==> config.mk <==
export PLATFORM = sky130hd
export DESIGN_NAME = sankoff_parent_score_combine_core
export DESIGN_NICKNAME = d
export VERILOG_FILES = /design/src/rtl/scmb_pkg.sv /design/src/rtl/scmb_min_unit.sv /design/src/rtl/scmb_lane.sv /design/src/rtl/scmb_merge.sv /design/src/rtl/sankoff_parent_score_combine_core.sv
export SDC_FILE = /design/constraint.sdc
export NUM_CORES = 1
export LEC_CHECK = 0
export BUFFER_PORTS_ARGS = -buffer_cell sky130_fd_sc_hd__buf_2
export CAP_MARGIN = 25
export CORE_MARGIN = 4
export CORE_UTILIZATION = 40
export CTS_BUF_LIST = sky130_fd_sc_hd__clkbuf_8 sky130_fd_sc_hd__clkbuf_16
export CTS_CLUSTER_SIZE = 24
export DETAILED_ROUTE_END_ITERATION = 8
export SYNTH_ARGS = -nofsm -noshare
export SYNTH_HDL_FRONTEND = slang
export SYNTH_SLANG_ARGS = --single-unit
export TNS_END_PERCENT = 10
==> constraint.sdc <==
create_clock -name clock -period 7.1 [get_ports clock]
set_input_delay 1.42 -clock clock [delete_from_list [all_inputs] [get_ports clock]]
set_output_delay 1.42 -clock clock [all_outputs]
set_load 0.01 [all_outputs]
==> src/rtl/scmb_pkg.sv <==
// Shared types and constants for the Sankoff parent score combiner.
// No dependencies; every other file in rtl/ refers to this package by scoped names.
`timescale 1ns / 1ps

package scmb_pkg;

   // Four nucleotide lanes (A, C, G, T), 16-bit unsigned scores
   localparam int NUC_COUNT = 4;
   localparam int SCORE_W   = 16;

   typedef logic [SCORE_W-1:0]                nuc_score_type;
   typedef logic [NUC_COUNT-1:0][SCORE_W-1:0] score_vec_type;
   typedef logic [NUC_COUNT-1:0]              nuc_mask_type;

   // Saturation ceiling for every accumulator
   localparam nuc_score_type SCORE_MAX = '1;

   // Stream widths
   localparam int REQ_DATA_W = 2 * NUC_COUNT * SCORE_W;
   localparam int RSP_DATA_W = NUC_COUNT * SCORE_W;

   // Shared control from the top level to the accumulator lanes
   typedef struct packed {
      logic take;    // a request leaves the min stage into the lanes
      logic child;   // request carries a child's scores
      logic last;    // final request of the node: report and clear
   } lane_ctrl_type;

endpackage

==> src/rtl/scmb_min_unit.sv <==
// Min stage: minimum of one child's four scores and the mask of lanes above it.
// Depends on scmb_pkg.
`timescale 1ns / 1ps

module scmb_min_unit (
   input  logic                    clock,
   input  logic                    load,
   input  scmb_pkg::score_vec_type child_score,
   output scmb_pkg::nuc_score_type best,
   output scmb_pkg::nuc_mask_type  not_tied
);

   scmb_pkg::nuc_score_type lo_ac;
   scmb_pkg::nuc_score_type lo_gt;
   scmb_pkg::nuc_score_type best_in;
   scmb_pkg::nuc_mask_type  not_tied_in;
   scmb_pkg::nuc_score_type best_ff;
   scmb_pkg::nuc_mask_type  not_tied_ff;

   // Two-level compare tree, then per-lane equality against the minimum
   always_comb begin
      lo_ac   = (child_score[0] < child_score[1]) ? child_score[0] : child_score[1];
      lo_gt   = (child_score[2] < child_score[3]) ? child_score[2] : child_score[3];
      best_in = (lo_ac < lo_gt) ? lo_ac : lo_gt;
      for (int k = 0; k < scmb_pkg::NUC_COUNT; k++) begin
         not_tied_in[k] = (child_score[k] != best_in);
      end
   end

   // Payload register, loaded on each accepted request
   always_ff @(posedge clock) begin
      if (load) begin
         best_ff     <= best_in;
         not_tied_ff <= not_tied_in;
      end
   end

   assign best     = best_ff;
   assign not_tied = not_tied_ff;

endmodule

==> src/rtl/scmb_lane.sv <==
// One accumulator lane: saturating running sum for one parent nucleotide.
// Depends on scmb_pkg; instantiated once per nucleotide by the top level.
`timescale 1ns / 1ps

module scmb_lane (
   input  logic                    clock,
   input  logic                    reset,
   input  scmb_pkg::lane_ctrl_type ctrl,
   input  scmb_pkg::nuc_score_type best,
   input  logic                    not_tied,
   input  scmb_pkg::nuc_score_type old_score,
   output scmb_pkg::nuc_score_type res_sum,
   output logic                    res_diff
);

   scmb_pkg::nuc_score_type    sum_ff;
   scmb_pkg::nuc_score_type    sum_in;
   scmb_pkg::nuc_score_type    acc_next;
   logic [scmb_pkg::SCORE_W:0] addend;
   logic [scmb_pkg::SCORE_W:0] total;
   scmb_pkg::nuc_score_type    res_sum_ff;
   logic                       res_diff_ff;

   // best + substitution penalty, added with saturation
   always_comb begin
      addend   = {1'b0, best} + {{scmb_pkg::SCORE_W{1'b0}}, not_tied};
      total    = {1'b0, sum_ff} + addend;
      acc_next = sum_ff;
      if (ctrl.child) begin
         acc_next = total[scmb_pkg::SCORE_W] ? scmb_pkg::SCORE_MAX
                                              : total[scmb_pkg::SCORE_W-1:0];
      end
      sum_in = ctrl.last ? '0 : acc_next;
   end

   // Accumulator: cleared by reset and after each node's last request
   always_ff @(posedge clock) begin
      if (reset) begin
         sum_ff <= '0;
      end else if (ctrl.take) begin
         sum_ff <= sum_in;
      end
   end

   // Final sum and mismatch against the old score
   always_ff @(posedge clock) begin
      if (ctrl.take && ctrl.last) begin
         res_sum_ff  <= acc_next;
         res_diff_ff <= (acc_next != old_score);
      end
   end

   assign res_sum  = res_sum_ff;
   assign res_diff = res_diff_ff;

endmodule

==> src/rtl/scmb_merge.sv <==
// Merge stage: folds the lanes' mismatch bits into one flag and holds the result.
// Depends on scmb_pkg; drives the response stream of the top level.
`timescale 1ns / 1ps

module scmb_merge (
   input  logic                    clock,
   input  logic                    reset,
   input  logic                    in_valid,
   output logic                    in_ready,
   input  scmb_pkg::score_vec_type lane_sum,
   input  scmb_pkg::nuc_mask_type  lane_diff,
   output logic                    out_valid,
   input  logic                    out_ready,
   output scmb_pkg::score_vec_type out_sum,
   output logic                    out_changed
);

   logic                    out_valid_ff;
   scmb_pkg::score_vec_type out_sum_ff;
   logic                    out_changed_ff;

   // Slot free when empty or being drained this cycle
   assign in_ready = !out_valid_ff || out_ready;

   always_ff @(posedge clock) begin
      if (reset) begin
         out_valid_ff <= 1'b0;
      end else if (in_ready) begin
         out_valid_ff <= in_valid;
      end
   end

   // Result register: OR of lane mismatches
   always_ff @(posedge clock) begin
      if (in_ready && in_valid) begin
         out_sum_ff     <= lane_sum;
         out_changed_ff <= |lane_diff;
      end
   end

   assign out_valid   = out_valid_ff;
   assign out_sum     = out_sum_ff;
   assign out_changed = out_changed_ff;

endmodule

==> src/rtl/sankoff_parent_score_combine_core.sv <==
// Top level of the Sankoff parent score combiner: min stage, four lanes, merge.
// Depends on scmb_pkg, scmb_min_unit, scmb_lane and scmb_merge.
//
//  channel | dir | tvalid/tready | tdata                          | tuser        | tlast
//  req_    | in  | yes           | child_score a,c,g,t; old a,c,g,t | child_valid  | last_child
//  rsp_    | out | yes           | node_score a,c,g,t             | changed flag | -
//
// One request per cycle while rsp_tready keeps up; the lane accumulators add once per cycle.
// A last request reaches rsp_tvalid through the min stage, the lane result
// and the output register, in that order.
// Synchronous active-high reset clears all valid flags and the accumulators.
// Each stage holds while the next is full, so req_tready drops only when the
// min stage, the lane result and the output register are all occupied and
// rsp_tready is low.
`timescale 1ns / 1ps

module sankoff_parent_score_combine_core (
   input  logic                              clock,
   input  logic                              reset,
   input  logic                              req_tvalid,
   output logic                              req_tready,
   // child_score_a, _c, _g, _t, old_score_a, _c, _g, _t (16 bits each, low first)
   input  logic [scmb_pkg::REQ_DATA_W-1:0]   req_tdata,
   // child_valid
   input  logic                              req_tuser,
   input  logic                              req_tlast,
   output logic                              rsp_tvalid,
   input  logic                              rsp_tready,
   // node_score_a, _c, _g, _t (16 bits each, low first)
   output logic [scmb_pkg::RSP_DATA_W-1:0]   rsp_tdata,
   // changed flag: any node score differs from its old score
   output logic                              rsp_tuser
);

   localparam int OLD_LSB = scmb_pkg::NUC_COUNT * scmb_pkg::SCORE_W;

   scmb_pkg::score_vec_type child_score;
   scmb_pkg::score_vec_type old_in;
   scmb_pkg::score_vec_type old_ff;
   logic                    child_ff;
   logic                    last_ff;
   logic                    a_valid_ff;
   logic                    res_valid_ff;
   logic                    a_ready;
   logic                    lane_ready;
   logic                    lane_take;
   logic                    req_take;
   logic                    merge_ready;
   scmb_pkg::nuc_score_type best;
   scmb_pkg::nuc_mask_type  not_tied;
   scmb_pkg::score_vec_type lane_sum;
   scmb_pkg::nuc_mask_type  lane_diff;
   scmb_pkg::score_vec_type out_sum;
   scmb_pkg::lane_ctrl_type lane_ctrl;

   // Request unpacking
   always_comb begin
      for (int k = 0; k < scmb_pkg::NUC_COUNT; k++) begin
         child_score[k] = req_tdata[k*scmb_pkg::SCORE_W +: scmb_pkg::SCORE_W];
         old_in[k]      = req_tdata[OLD_LSB + k*scmb_pkg::SCORE_W +: scmb_pkg::SCORE_W];
      end
   end

   // Stage handshakes
   assign lane_ready = !res_valid_ff || merge_ready;
   assign lane_take  = a_valid_ff && lane_ready;
   assign a_ready    = !a_valid_ff || lane_ready;
   assign req_tready = a_ready;
   assign req_take   = req_tvalid && a_ready;

   // Min stage valid and side payload
   always_ff @(posedge clock) begin
      if (reset) begin
         a_valid_ff <= 1'b0;
      end else if (a_ready) begin
         a_valid_ff <= req_tvalid;
      end
   end

   always_ff @(posedge clock) begin
      if (req_take) begin
         child_ff <= req_tuser;
         last_ff  <= req_tlast;
         old_ff   <= old_in;
      end
   end

   scmb_min_unit u_min (
      .clock       (clock),
      .load        (req_take),
      .child_score (child_score),
      .best        (best),
      .not_tied    (not_tied)
   );

   // Lane result valid: set when a last request enters the lanes
   always_ff @(posedge clock) begin
      if (reset) begin
         res_valid_ff <= 1'b0;
      end else if (lane_ready) begin
         res_valid_ff <= lane_take && last_ff;
      end
   end

   assign lane_ctrl.take  = lane_take;
   assign lane_ctrl.child = child_ff;
   assign lane_ctrl.last  = last_ff;

   // One accumulator lane per parent nucleotide
   for (genvar g = 0; g < scmb_pkg::NUC_COUNT; g++) begin : g_lane
      scmb_lane u_lane (
         .clock     (clock),
         .reset     (reset),
         .ctrl      (lane_ctrl),
         .best      (best),
         .not_tied  (not_tied[g]),
         .old_score (old_ff[g]),
         .res_sum   (lane_sum[g]),
         .res_diff  (lane_diff[g])
      );
   end

   scmb_merge u_merge (
      .clock       (clock),
      .reset       (reset),
      .in_valid    (res_valid_ff),
      .in_ready    (merge_ready),
      .lane_sum    (lane_sum),
      .lane_diff   (lane_diff),
      .out_valid   (rsp_tvalid),
      .out_ready   (rsp_tready),
      .out_sum     (out_sum),
      .out_changed (rsp_tuser)
   );

   assign rsp_tdata = out_sum;

`ifndef SYNTHESIS
   // At least one lane always reaches the minimum
   a_min_hit: assert property (@(posedge clock) disable iff (reset)
      a_valid_ff |-> (not_tied != '1))
      else $error("min stage marks every lane as above the minimum");

   // A stalled min stage keeps its request
   a_min_hold: assert property (@(posedge clock) disable iff (reset)
      (a_valid_ff && !lane_ready) |=> (a_valid_ff && $stable(best) && $stable(last_ff)))
      else $error("min stage lost a request while stalled");

   // A last request entering the lanes yields a lane result
   a_last_result: assert property (@(posedge clock) disable iff (reset)
      (lane_take && last_ff) |=> res_valid_ff)
      else $error("last request produced no lane result");

   // A pending lane result waits unchanged for the merge stage
   a_res_hold: assert property (@(posedge clock) disable iff (reset)
      (res_valid_ff && !merge_ready) |=> (res_valid_ff && $stable(lane_sum)
                                          && $stable(lane_diff)))
      else $error("lane result changed while the merge stage was full");
`endif

endmodule
==> flow_metrics.env <==
export IMPL_gp_congestion=0.905
export IMPL_area_growth_pct=17.0
export IMPL_drv_cap=0
export IMPL_num_rows=75
export IMPL_critPathMaxFanout=17
export IMPL_hpwl_um=39400
export IMPL_grt_pass1_wl_um=80600
export IMPL_cts_resized=0
export IMPL_top_usage_layer="met2"
export IMPL_antenna_found_initial=3
export IMPL_clock_skew_ns=0.0117
export IMPL_via_per_inst=5.70
export IMPL_dr_pass1_iters=5
export IMPL_final_antenna_net_count=0
export IMPL_worst_pin_slew_ns=0.932
export IMPL_cp_arrival_ns=6.73
export IMPL_grt_pass1_vias=13800
export IMPL_postCtsHoldBufs=0
export IMPL_root_buffer="clkbuf_16"
export IMPL_num_antenna_cells=0
export IMPL_vias=13900
export IMPL_met3_usage=0.0384
export IMPL_critical_path_top_delay_family="compound AO/OA/AOI/OAI gates"
export IMPL_post_cts_setup_buffers=0
export IMPL_p_switching_mw=1.73
export IMPL_p_per_area_nw_per_um2=261
export IMPL_synth_main_ff_cell="edfxtp_1"
export IMPL_die_w_um=215
export IMPL_drt_wirelength_per_cell_um=21.5
export IMPL_hold_viol_final=0
export IMPL_synthCells=1645
export IMPL_path_class="in2reg"
export IMPL_ys_top_cells_by_area="edfxtp_1 38%, dfxtp_1 7.9%, ha_1 7.7%, xnor2_1 5.4%, nor2_1 3.8%"
export IMPL_max_freq_mhz=156
export IMPL_grt_use_met2=0.357
export IMPL_startpoint="req_tdata[30]"
export IMPL_cts_max_path_buffers=3
export IMPL_hold_start="g_lane[1].u_lane.res_sum[12]"
export IMPL_status="finished, final reports clean"
export IMPL_syn_area_um2=17100
export IMPL_cp_slowest_cell="nor2_2"
export IMPL_drv_slew=0
export IMPL_first_iter_violations=1089
export IMPL_h_tree_depth=1
export IMPL_grt_usage=0.220
export IMPL_clk_pin_slew_worst_paths_ns=0.06
export IMPL_critPathMaxStageDelay_ns=0.63
export IMPL_path_cells="buf_2, inv_1, ha_1, a211oi_1, and3_1, or3_1, o21a_1, mux2_2, ha_1, o21ai_0, o21ai_0, o2111ai_1, o21ai_0, nor2_4, nor2_2, o21a_1, xnor2_1, nand4_1, or4_1"
export IMPL_insertion_delay_ns=0.56
export IMPL_synth_cell_types=84
export IMPL_hold_depth=0
export IMPL_yosysTopAreaCell="edfxtp_1"
export IMPL_crit_required_ns=7.40
export IMPL_cts_tree="done"
export IMPL_final_nets=2130
export IMPL_cp_num_buf_inv=2
export IMPL_totalWireLength_um=52500
export IMPL_irDropWorstVdd_v=0.000144
export IMPL_grt_use_met1=0.301
export IMPL_cts_buffers=29
export IMPL_final_core_util=0.475
export IMPL_timing_rr_start="u_min.best[0]"
export IMPL_grt_max_degree=68
export IMPL_die_h_um=215
export IMPL_cp_end_kind="flop"
export IMPL_synth_nets=1892
export IMPL_grt_overflow_total=0
export IMPL_cellLeakagePower_nw=7.86
export IMPL_slew_headroom=0.363
export IMPL_final_min_clock_period_ns=6.43
export IMPL_setup_violations=0
export IMPL_ios=201
export IMPL_ys_ff_latch=286
export IMPL_die_area_um2=46100
export IMPL_p_seq_frac=0.400
export IMPL_intPower_mw=3.48
export IMPL_layout_drive_gt1_share=0.180
export IMPL_whs_ns=0.416
export IMPL_synth_edf_count=219
export IMPL_finalCritPeriodShare=0.906
export IMPL_tns_ns=0
export IMPL_pwr_share_comb=0.323
export IMPL_initial_core_util=0.406
export IMPL_cpMostUsedCell="o21ai_0"
export IMPL_ys_seq_area_frac=0.463
export IMPL_drcViolationCount=0
export IMPL_reg2reg_depth=13
export IMPL_critical_path_depth=19
export IMPL_syn_area_per_cell_um2=10.4
export IMPL_fillers=3987
export IMPL_hp_class="reg2reg"
export IMPL_grt_setup_unrepaired="false"
export IMPL_synth_top_area_frac=0.385
export IMPL_power_frac_clock=0.277
export IMPL_cts_sinks=286
export IMPL_coreArea_um2=42000
export IMPL_async_flop_share=0
export IMPL_portBuffers=200
export IMPL_crit_path_start_kind="input port"
export IMPL_p_sw_frac=0.332
export IMPL_yosys_warnings=0
## stage by stage
step                worst slack [ns]  total power [mW]  cell area, um2  instances
finish                         0.670              5.22           20000       2445
global route                   0.364              5.51           20000       2445
CTS                            0.774              5.25           20000       2445
detailed placement             0.220              3.78           19100       2391
global placement               0.309              3.77           19100       2391
floorplan                      0.688              3.18           17100       1645
## path summary, 6_finish.rpt
kind | slack [ns] | endpoint
worst max-delay path | 0.67 | u_min.not_tied[1]
worst min-delay path | 0.42 | u_merge.out_sum[28]
worst max register to register | 2.27 | g_lane[3].u_lane.res_diff
worst min register to register | 0.42 | u_merge.out_sum[28]
## power by group through the flow
| stage | Combinational [mW] | Sequential, mW | Clock (mW) |
|---|---|---|---|
| after floorplan | 1.15 | 2.03 | 0 |
| after global placement | 1.65 | 2.12 | 0 |
| after global routing | 1.85 | 2.09 | 1.56 |
| final | 1.69 | 2.08 | 1.45 |
| after CTS | 1.68 | 2.08 | 1.49 |
| after detailed placement | 1.67 | 2.12 | 0 |
## cells in the final DEF (no fill, tap or decap), drive strengths merged, types with 23 or more instances in the layout
cell    instances
a31oi          26
nor2          175
nand2          63
a22oi          66
xor2           37
nor4           23
dfxtp          67
inv           108
o21ai          76
nand4          24
a21oi          95
clkbuf         34
nor3           29
ha            105
o21a           40
buf           268
edfxtp        219
xnor2         105
nand3          31
## cells by family after synthesis
family                     Yosys count  share of synthesized area
AOI/OAI and AO/OA                  477                      0.195
xor gates and xnor gates           142                     0.0728
adders and majority gates          113                     0.0863
buffers and inverters              155                     0.0362
DFF                                286                      0.463
muxes                               30                     0.0182
and+or+nand+nor                    442                      0.128
## flip-flops by register name, indices dropped and copies added (netlist names)
name and count:
g_lane.u_lane.res_sum 64, g_lane.u_lane.sum_ff 64, old_ff 64, u_merge.out_sum 64
u_min.best 16, g_lane.u_lane.res_diff 4, u_min.not_tied 4, a_valid_ff 1
child_ff 1, last_ff 1, res_valid_ff 1, u_merge.out_changed 1
u_merge.out_valid 1
## metal layers
| layer | routed length [um] | part of all wire | up-vias |
|---|---|---|---|
| met5 | 41 | 0.00078 | - |
| met4 | 1830 | 0.035 | 6 |
| met3 | 3120 | 0.059 | 105 |
| met2 | 23800 | 0.45 | 445 |
| met1 | 23700 | 0.45 | 6647 |
| li1 | - | - | 6727 |
## synth_stat cells (9+ instances only)
cell type,n
nand4_1,24
edfxtp_1,219
clkbuf_1,45
ha_1,105
nand3_1,31
and2_1,11
a22oi_1,66
and3_1,12
nand2b_1,11
dfxtp_1,67
a211o_1,11
a21o_1,22
o31ai_1,11
nand2_1,63
a2111oi_0,9
a21oi_1,91
inv_1,94
mux2i_1,22
or3_1,12
o22a_1,10
xor2_1,37
a31oi_1,26
nor2_1,173
nor3_1,29
o21a_1,40
nor2b_1,18
a211oi_1,19
nor4_1,23
o21ai_0,70
xnor2_1,105
## area by class of cell
class / instances / area [um2] / area share
multi-input cells: 1204 / 8580 / 0.430
flip-flops and latches: 286 / 7920 / 0.396
repair buffers: 268 / 1550 / 0.0775
clock buffers: 34 / 795 / 0.0398
well taps: 539 / 674 / 0.0337
inverters: 94 / 353 / 0.0177
clock inverters: 20 / 111 / 0.00557
Power figures use the tool's default switching activity.
